File: src/rtl/srbb_ram.sv
module srbb_ram #(
  parameter int WIDTH = 16,
  parameter int DEPTH = 256
) (
  input  logic                     clk,
  input  logic                     we,
  input  logic [$clog2(DEPTH)-1:0] waddr,
  input  logic [WIDTH-1:0]         wdata,
  input  logic [$clog2(DEPTH)-1:0] raddr,
  output logic [WIDTH-1:0]         rdata
);

  logic [WIDTH-1:0] mem [DEPTH];
  logic [WIDTH-1:0] rdata_r;

  always_ff @(posedge clk) begin
    if (we) begin
      mem[waddr] <= wdata;
    end
    rdata_r <= mem[raddr];
  end

  assign rdata = rdata_r;

endmodule

File: config.mk
export PLATFORM = sky130hd
export DESIGN_NAME = srbb_ram
export DESIGN_NICKNAME = d
export VERILOG_FILES = /design/src/rtl/srbb_ram.sv
export SDC_FILE = /design/constraint.sdc
export NUM_CORES = 2
export LEC_CHECK = 0
export BUFFER_PORTS_ARGS = -buffer_cell sky130_fd_sc_hd__buf_2
export CORE_MARGIN = 2
export CORE_UTILIZATION = 35
export DETAILED_ROUTE_END_ITERATION = 12
export MAX_ROUTING_LAYER = met4
export PLACE_DENSITY_LB_ADDON = 0.1
export SLEW_MARGIN = 20
export SYNTH_ARGS = -nofsm -noshare
export SYNTH_HDL_FRONTEND = slang
export SYNTH_SLANG_ARGS = --single-unit
File: constraint.sdc
create_clock -name clk -period 2.48 [get_ports clk]
set_input_delay 0.124 -clock clk [delete_from_list [all_inputs] [get_ports clk]]
set_output_delay 0.124 -clock clk [all_outputs]
set_load 0.03 [all_outputs]
==> impl_metrics.tcl <==
set metrics [dict create \
    power_leakage_nw 61.6 \
    yosysWarnings 0 \
    clock-sinks 4112 \
    numCtsBuffers 448 \
    area_delta_synth_final_pct 20.4 \
    cp-start-kind "flip-flop" \
    post_cts_buffers 0 \
    clockRootBuffer "clkbuf_16" \
    die_h_um 677 \
    nets 8616 \
    synthArstFlopShare_pct 0 \
    maxCapViolCount 0 \
    hold_violations 0 \
    cp_data_required_time_ps 3360 \
    timing.rr.start "mem[31][9]" \
    die_area_um2 459000 \
    synth_top_area_share_pct 77.5 \
    finClkSkew_ps 59.3 \
    yosysTopAreaCell "edfxtp_1" \
    netlist_area_um2 159000 \
    synth_seq_cells 4112 \
    fin_setup_tns_ps -54.4 \
    first_iter_violations 8733 \
    ys_types 52 \
    crit_type "flip-flop to flip-flop" \
    first_global_vias 82700 \
    clock_latency_ps 1000 \
    slew_headroom_pct 26.8 \
    start_util_pct 35.1 \
    max_stage_delay_ps 610 \
    r2r_end "rdata[9]" \
    grt_pass1_wl_um 674000 \
    rows 247 \
    grt_max_degree 101 \
    synthTopCellsByArea "edfxtp_1 77%, mux4_2 11%, mux2i_1 3.6%, o221ai_1 1.4%, nor2_1 0.72%" \
    drcViolationCount 0 \
    clk_path_buf_depth 4 \
    setup_violations 2 \
    rsz0062_at_grt "yes" \
    htree_levels 5 \
    drive_gt1_share_pct 33.0 \
    path_cells "mux4_2 -> mux4_2 -> a22o_4 -> o32ai_4 -> buf_4 -> nor4_1" \
    path_max_fanout 1 \
    run_status "complete, but fails checks" \
    die_w_um 677 \
    dp_hpwl_um 310000 \
    drt-wirelength-per-cell_um 32.5 \
    wl_um 486000 \
    slew_violations 0 \
    vias 80600 \
    worst-r2r-setup-slack_ps -40 \
    synth-edff-count 4096 \
    tightest_slew_ps 1090 \
    core-area_um2 452000 \
    cp.depth 6 \
    grt.total_usage_pct 21.4 \
    drt_pass1_iterations 6 \
    p_per_area_nw_per_um2 786 \
    synth_ff_type "edfxtp_1" \
    grt-ovfl-total 0 \
    fin_util_pct 42.3 \
    fmax_mhz 396 \
    critPathBufInv 1 \
    worst_setup_path_end_kind "flip-flop" \
    fin_ws_ps -43.6 \
    tritoncts "done" \
    design.portCount 50 \
    syn_nets 7394 \
    vdd_drop_max_mv 0.554 \
    critPathLaunch "mem[31][9]" \
    synth.avg_cell_area_um2 21.6 \
    cp_common_cell "mux4_2" \
    portBuffers 49 \
    crit_path_end "rdata[9]" \
    fin_crit_ps 2520 \
    routabilityCongestion 0.842 \
    min_path_type "input pin to flip-flop" \
    arrival_ps 3410 \
    ff2ff_path_depth 6 \
    fin_crit_sh_pct 102 \
    antenna_found_initial 32 \
    violations "negative setup slack" \
    critPathSlowestCell "mux4_2" \
    via_per_inst 5.39 \
    path_clk_slew_ps 60 \
    yosysSeqAreaShare_pct 77.7 \
    postRouteAntennaNets 0 \
    path_delay_family "multiplexers" \
    syn_inst 7360 \
]
==> sequential cells by signal (all words and copies together), names as in the netlist <==
register / cells
mem: 4096
rdata: 16
==> cell families (layout without fill, tap and decap cells) <==
| family | after synthesis | after routing | share of synthesized area, % |
|---|---|---|---|
| flops | 4112 | 4112 | 77.7 |
| buf+inv | 456 | 2043 | 1.69 |
| compound gates | 786 | 786 | 3.54 |
| simple gates | 556 | 556 | 1.57 |
| other cells | 0 | 15 | 0 |
| mux | 1450 | 1450 | 15.5 |
==> worst reg2reg max path: cells and delay by family (launching register included) <==
kind | cells | cell delay [ps]
DFF | 1 | 370
buffers and inverters | 1 | 200
and+or+nand+nor | 1 | 40
AOI/OAI and AO/OA | 2 | 710
muxes | 2 | 1110
==> where the power goes <==
| part | internal (mW) | switching [mW] |
|---|---|---|
| clock | 37.0 | 27.6 |
| combinational | 3.40 | 5.48 |
| sequential | 76.6 | 0.124 |
| total | 117 | 33.1 |
==> layout by cell type, fill, tap and decap left out, drive strengths merged, types with 21 or more instances in the layout <==
| cell | Yosys | routed |
|---|---|---|
| edfxtp | 4096 | 4096 |
| buf | 222 | 1198 |
| mux4 | 797 | 797 |
| mux2i | 565 | 565 |
| clkbuf | 230 | 563 |
| nor2 | 304 | 304 |
| o221ai | 253 | 253 |
| clkinv | 0 | 194 |
| a21oi | 175 | 175 |
| o22ai | 148 | 148 |
| nor3 | 92 | 92 |
| mux2 | 88 | 88 |
| a22oi | 43 | 43 |
| o21ai | 38 | 38 |
| nand2 | 38 | 38 |
| nand3 | 35 | 35 |
| bufinv | 0 | 34 |
| a22o | 32 | 32 |
| a221oi | 28 | 28 |
| nand4 | 26 | 26 |
| dlygate4sd3 | 0 | 26 |
| o32ai | 21 | 21 |
==> cells in the mapped netlist (28+ instances only) <==
master / count
a21oi_1: 175
a221oi_1: 28
a22o_1: 32
a22oi_1: 43
buf_2: 76
buf_6: 77
clkbuf_1: 230
edfxtp_1: 4096
mux2_2: 88
mux2i_1: 565
mux4_2: 797
nand2_1: 38
nand3_1: 35
nor2_1: 304
nor3_1: 92
o21ai_0: 37
o221ai_1: 252
o22ai_1: 148
==> how the worst min path moves through the flow <==
stage              start           end  slack (ps)  cells past startpoint
6_report       wdata[13]  mem[249][13]          80                      2
3_5_place_dp   wdata[13]  mem[248][13]         480                      1
5_1_grt        wdata[13]   mem[89][13]          40                      2
3_3_place_gp   wdata[13]  mem[248][13]         480                      1
4_1_cts        wdata[13]   mem[89][13]          10                      2
2_1_floorplan   wdata[0]     mem[0][0]         220                      0
==> metrics by stage <==
step	hold WS, ps	power [mW]	std cells	worst slack, ps	instance area [µm²]
finish	77.0	150	14900	-43.6	191000
global route	42.3	155	14900	-19.3	191000
CTS	10.1	152	14900	-95.9	191000
detailed placement	480	87.1	14100	-1520	176000
global placement	477	87.0	14100	-1400	176000
floorplan	223	82.0	7360	191	159000
==> area by class of cell <==
cell class,instances,area [µm²]
sequential,4112,123000
multi-input combinational,2792,33600
inverter,4,27.5
tap,5976,7480
timing repair buffer,1224,12500
fill,39200,261000
clock inverter,252,2340
clock buffer,563,11800
antenna,15,37.5
==> repair_timing <==
item                                   in CTS  in global routing
pin swaps                                   3                  8
hold buffers                               26                  0
setup endpoints to repair                  13                 14
endpoints found under the hold margin    4083                  0
cloned                                      0                  0
resized for setup                          35                 33
==> layer usage <==
metal | GRT usage [%] | wire (µm) | vias up
li1 | - | - | 33800
met1 | 29.9 | 218000 | 44000
met2 | 34.0 | 233000 | 2208
met3 | 2.94 | 25500 | 560
met4 | 4.22 | 10100 | 0
met5 | - | 0 | -
(Power assumes the default switching activity.)
