[src/rtl/srbb_find.sv]
module srbb_find #(
  parameter int NCAP  = 16,
  parameter int LVL_W = 5,
  parameter int IDX_W = 4
) (
  input  logic [NCAP-1:0]  visited,
  input  logic [LVL_W-1:0] first,
  input  logic [LVL_W-1:0] count,
  output logic             found,
  output logic [IDX_W-1:0] city
);

  // lowest unvisited city at or above first and below count
  always_comb begin
    found = 1'b0;
    city  = '0;
    for (int j = NCAP - 1; j >= 0; j--) begin
      if (!visited[j] && (LVL_W'(j) >= first) && (LVL_W'(j) < count)) begin
        found = 1'b1;
        city  = IDX_W'(j);
      end
    end
  end

endmodule

[config.mk]
export PLATFORM = sky130hd
export DESIGN_NAME = srbb_find
export DESIGN_NICKNAME = d
export VERILOG_FILES = /design/src/rtl/srbb_find.sv
export SDC_FILE = /design/constraint.sdc
export NUM_CORES = 1
export LEC_CHECK = 0
export ABC_AREA = 1
export CAP_MARGIN = 20
export CELL_PAD_IN_SITES_DETAIL_PLACEMENT = 0
export CELL_PAD_IN_SITES_GLOBAL_PLACEMENT = 1
export CORE_MARGIN = 2
export CORE_UTILIZATION = 38
export DETAILED_ROUTE_END_ITERATION = 10
export DONT_BUFFER_PORTS = 1
export PLACE_DENSITY_LB_ADDON = 0.2
export SLEW_MARGIN = 30
export SYNTH_ARGS = -nofsm -noshare
export SYNTH_HDL_FRONTEND = slang
export SYNTH_SLANG_ARGS = --single-unit
[constraint.sdc]
create_clock -name vclk -period 1.3
set_input_delay 0.195 -clock vclk [all_inputs]
set_output_delay 0.195 -clock vclk [all_outputs]
set_load 0.05 [all_outputs]
==> flow_metrics.tcl, run 1 <==
set metrics [dict create \
    die_h_um 44.3 \
    netlist.area_leader.share_pct 18.2 \
    gr-total-overflow 0 \
    irDropWorstVdd_mv 0.273 \
    synth_seq_area_share_pct 0 \
    dp_hpwl_mm 1.58 \
    netlist_area_um2 618 \
    max_freq_ghz 0.613 \
    antenna_found_initial 0 \
    drt_first_pass_iters 4 \
    report.final.slew_viol_count 0 \
    finalSetupTns_ns -1.55 \
    final_core_util_pct 62.6 \
    fill_cells 150 \
    tightest_slew_ns 0.380 \
    synthTopCellsByCount "nand2_1, inv_1, nor2_1" \
    core_area_um2 1520 \
    worstHoldPathCells 4 \
    drtAntennaViolNets 0 \
    ys.warnings.count 0 \
    p_per_area_nw_per_um2 493 \
    syn2layout_area_growth_pct 54.3 \
    final_nets 172 \
    drtIter0Drc 17 \
    design.seq.count 0 \
    clock_buffers 0 \
    ys_types 25 \
    relSlewSlack_pct 74.4 \
    initial_core_util_pct 40.6 \
    drive_gt1_share_pct 39.6 \
    violations "negative setup slack" \
    grt_pass1_wl_mm 3.18 \
    cp_max_fo 5 \
    regArea_um2 0 \
    syn_inst 127 \
    crit_arrival_ns 1.44 \
    p_total_uw 470 \
    remaining_drc_errors 0 \
    synth.most_common_cell "nand2_1" \
    critPathKind "input port to output port" \
    crit_required_ns 1.11 \
    wl_mm 1.81 \
    dr_total_vias 826 \
    antennaDiodeCount 0 \
    endpoint_kind "output port" \
    rsz0062_at_grt "true" \
    rows 14 \
    hold_class "input port to output port" \
    crit_end "city[3]" \
    startpoint "count[4]" \
    dp_slack_ns -0.402 \
    setup_slack_ns -0.332 \
    fin_worst_hold_slack_ns 0.717 \
    cap_violations 0 \
    io-pin-count 31 \
    synthTopCellsByArea "nand2_1, inv_1, nor2_1, a21oi_1, nand3_1" \
    min_period_over_period_pct 126 \
    syn_nets 153 \
    synth_top_cell_by_area "nand2_1" \
    io_buffers 0 \
    syn_area_per_cell_um2 4.87 \
    track_usage_pct 20.4 \
    p_leak_uw 0.000450 \
    die_x_um 44.3 \
    die_area_um2 1970 \
    start_kind "input port" \
    place_congestion 0.806 \
    post-route-min-period_ns 1.63 \
    wl_per_cell_um 11.3 \
    outcome "finished, violations left" \
    via_per_inst 5.16 \
    grt_start_max_net_pins 9 \
    hold_violations 0 \
    setup_violations 5 \
    grt_pass1_vias 813 \
]
[worst max-delay path: stages]
cell and delay [ns]:
nor2_4 0.10, inv_2 0.06, nor2_4 0.09, inv_2 0.05, nor2_2 0.07, inv_1 0.05
o21a_1 0.19, inv_2 0.07, nand2_4 0.05, nor3_4 0.13, inv_2 0.08, nor3_4 0.15
buf_12 0.16
[timing repair]
action                     CTS  global route
setup buffers                3             0
gates cloned                 0             0
hold buffers                 0             0
setup endpoints to repair    5             5
pin swaps                    5             2
resized for setup           19             6
[cells in the final DEF (no fill, tap or decap), types with 4 or more instances in the layout]
| cell | instances |
|---|---|
| nand3_1 | 4 |
| nand2_1 | 27 |
| buf_12 | 5 |
| a21oi_1 | 7 |
| nand2_2 | 4 |
| nor2_1 | 16 |
| nor2_4 | 4 |
| buf_4 | 15 |
| inv_2 | 7 |
| inv_1 | 17 |
| nor3_1 | 5 |
[logic make-up after synthesis]
kind of cell           share of synthesized area, %
AO/OA/AOI/OAI                                  23.1
buffers and inverters                          18.6
AND/OR/NAND/NOR                                58.3
[per-layer routing]
layer | wire length, µm | part of all wire (%) | vias up | GRT usage, %
met5 | 0 | 0 | - | 0
met4 | 0 | 0 | 0 | 0
met3 | 62 | 3.4 | 0 | 0.816
met2 | 957 | 53 | 19 | 37.1
met1 | 793 | 44 | 366 | 28.1
li1 | - | - | 441 | -
[how the worst min path moves through the flow]
stage,end,slack (ns),from
6_report,city[1],0.72,first[2]
5_1_grt,city[1],0.74,first[2]
4_1_cts,city[1],0.72,first[2]
3_5_place_dp,city[1],0.73,visited[2]
3_3_place_gp,city[1],0.73,visited[2]
2_1_floorplan,city[0],0.66,count[0]
[stage by stage]
stage	instance area, µm²	cells
after detailed placement	833	157
after CTS	923	160
after global placement	833	157
after global routing	953	160
after floorplan	644	127
final	953	160
[layout make-up]
class	count	area, µm²	share of cell area (%)
multi-input cells	99	614	64.4
inverters	25	106	11.2
well taps	16	20.0	2.10
repair buffers	20	213	22.3
[power breakdown]
part | internal, µW | total [µW] | switching (µW)
Sequential | 0 | 0 | 0
Clock | 0 | 0 | 0
Combinational | 214 | 470 | 256
Total | 214 | 470 | 256
(Power assumes the default switching activity.)
==> run 2, diff against run 1 <==
--- a/config.mk
+++ b/config.mk
@@ -10,7 +10,7 @@
 export CELL_PAD_IN_SITES_DETAIL_PLACEMENT = 0
 export CELL_PAD_IN_SITES_GLOBAL_PLACEMENT = 1
 export CORE_MARGIN = 2
-export CORE_UTILIZATION = 38
+export CORE_UTILIZATION = 45
 export DETAILED_ROUTE_END_ITERATION = 10
 export DONT_BUFFER_PORTS = 1
 export PLACE_DENSITY_LB_ADDON = 0.2
==> constraint.sdc (replaced) <==
create_clock -name vclk -period 2
set_input_delay 0.3 -clock vclk [all_inputs]
set_output_delay 0.3 -clock vclk [all_outputs]
set_load 0.05 [all_outputs]
==> run 2 against run 1 <==
- the run now ends clean
- count of clock-buffer cells in the layout did not move
- die area fell by 14%
- routed wire length fell by 2.8%
- core utilization fell by 0.44 points
- critical path depth did not move
- critical path type unchanged
- flip-flop and latch count did not move
==> flow_metrics.tcl, run 2 (synthesis results as in run 1) <==
set metrics [dict create \
    outcome "finished clean" \
    min_period_over_period_pct 95.6 \
    core_area_um2 1280 \
    p_per_area_nw_per_um2 346 \
    tightest_slew_ns 0.532 \
    remaining_drc_errors 0 \
    die_area_um2 1690 \
    irDropWorstVdd_mv 0.172 \
    final_cell_mix "nand2_1, inv_1, nor2_1" \
    grt_start_max_net_pins 9 \
    grt_pass1_wl_mm 2.45 \
    setup_violations 0 \
    path_cells "nor2_4, inv_2, nor2_4, inv_2, nor2_2, inv_1, o21a_1, inv_2, nand2_4, nor3_4, inv_2, a21oi_2, buf_12" \
    critPathMaxStageDelay_ns 0.21 \
    drtIter0Drc 17 \
    crit_required_ns 1.70 \
    drive_gt1_share_pct 26.5 \
    final_nets 160 \
    cap_violations 0 \
    die_h_um 41.1 \
    rsz0062_at_grt "true" \
    antenna_found_initial 0 \
    critPathKind "input port to output port" \
    die_x_um 41.1 \
    wl_per_cell_um 12.0 \
    hold_class "input port to output port" \
    drtAntennaViolNets 0 \
    design.seq.count 0 \
    p_leak_uw 0.000380 \
    dr_total_vias 811 \
    crit_family "buffers and inverters" \
    via_per_inst 5.52 \
    grt_pass1_vias 631 \
    io_buffers 0 \
    max_freq_ghz 0.523 \
    antennaDiodeCount 0 \
    drt_first_pass_iters 5 \
    placed_cells 144 \
    relSlewSlack_pct 64.2 \
    critical-path-slowest-cell "o21a_1" \
    hold_buffers 0 \
    track_usage_pct 20.8 \
    syn2layout_area_growth_pct 29.1 \
    endpoint_kind "output port" \
    cp_common_cell "inv_2" \
    regArea_um2 0 \
    crit_arrival_ns 1.61 \
    wl_mm 1.76 \
    rows 13 \
    report.final.slew_viol_count 0 \
    initial_core_util_pct 48.1 \
    hold_violations 0 \
    final_cells 147 \
    post-route-min-period_ns 1.91 \
    dp_hpwl_mm 1.43 \
    worstHoldPathCells 4 \
    io-pin-count 31 \
    gr-total-overflow 0 \
    cp_max_fo 5 \
    min_to "city[1]" \
    start_kind "input port" \
    cp_num_buf_inv 6 \
    p_total_uw 276 \
    final_common_cell "nand2_1" \
    clock_buffers 0 \
    place_congestion 0.898 \
    min_from "first[2]" \
]
## run 2: cell types whose count changed in the layout (fill, tap and decap cells not counted), moves of 2 or more
cell / delta
nor4_2: -2
inv_1: +3
nor4_1: +2
inv_2: -2
buf_4: -11
## run 2: layer usage
layer / up-vias / track usage, % / routed length (µm)
met5: - / 0 / 0
li1: 425 / - / -
met2: 28 / 39.5 / 907
met1: 358 / 25.6 / 759
met3: 0 / 2.72 / 95
met4: 0 / 0 / 0
## run 2: worst max-delay path by stage
stage / startpoint / endpoint / cells after the start
after floorplan: first[4] / city[2] / 8
after global placement: count[4] / city[2] / 13
after detailed placement: count[4] / city[2] / 13
after CTS: count[4] / city[2] / 13
after global routing: count[3] / city[0] / 17
final: count[4] / city[2] / 13
## run 2: through the flow
step                instance area, µm²  TNS (ns)  utilization (%)  hold slack, ns  worst slack, ns
global placement                   717         0             55.8           0.936           0.0850
finish                             798         0             62.1           0.957           0.0871
global route                       798   -0.0944             62.1           0.974          -0.0659
detailed placement                 717         0             55.8           0.948           0.0611
floorplan                          632   -0.0245                -           0.868          -0.0120
CTS                                717         0             55.8           0.948           0.0569
## run 2: layout make-up
type | instances | area, µm²
Multi-Input combinational cell | 99 | 576
Tap cell | 15 | 18.8
Inverter | 25 | 93.8
Fill cell | 137 | 487
Timing Repair Buffer | 8 | 110
## run 2: report_power, final
group | internal (µW) | switching, µW
logic | 117 | 159
clock network | 0 | 0
registers | 0 | 0
total | 117 | 159
## run 2: timing repair
action / CTS / global route
buffers inserted: 0 / 3
resized for setup: 0 / 12
endpoints found under the setup margin: 0 / 5
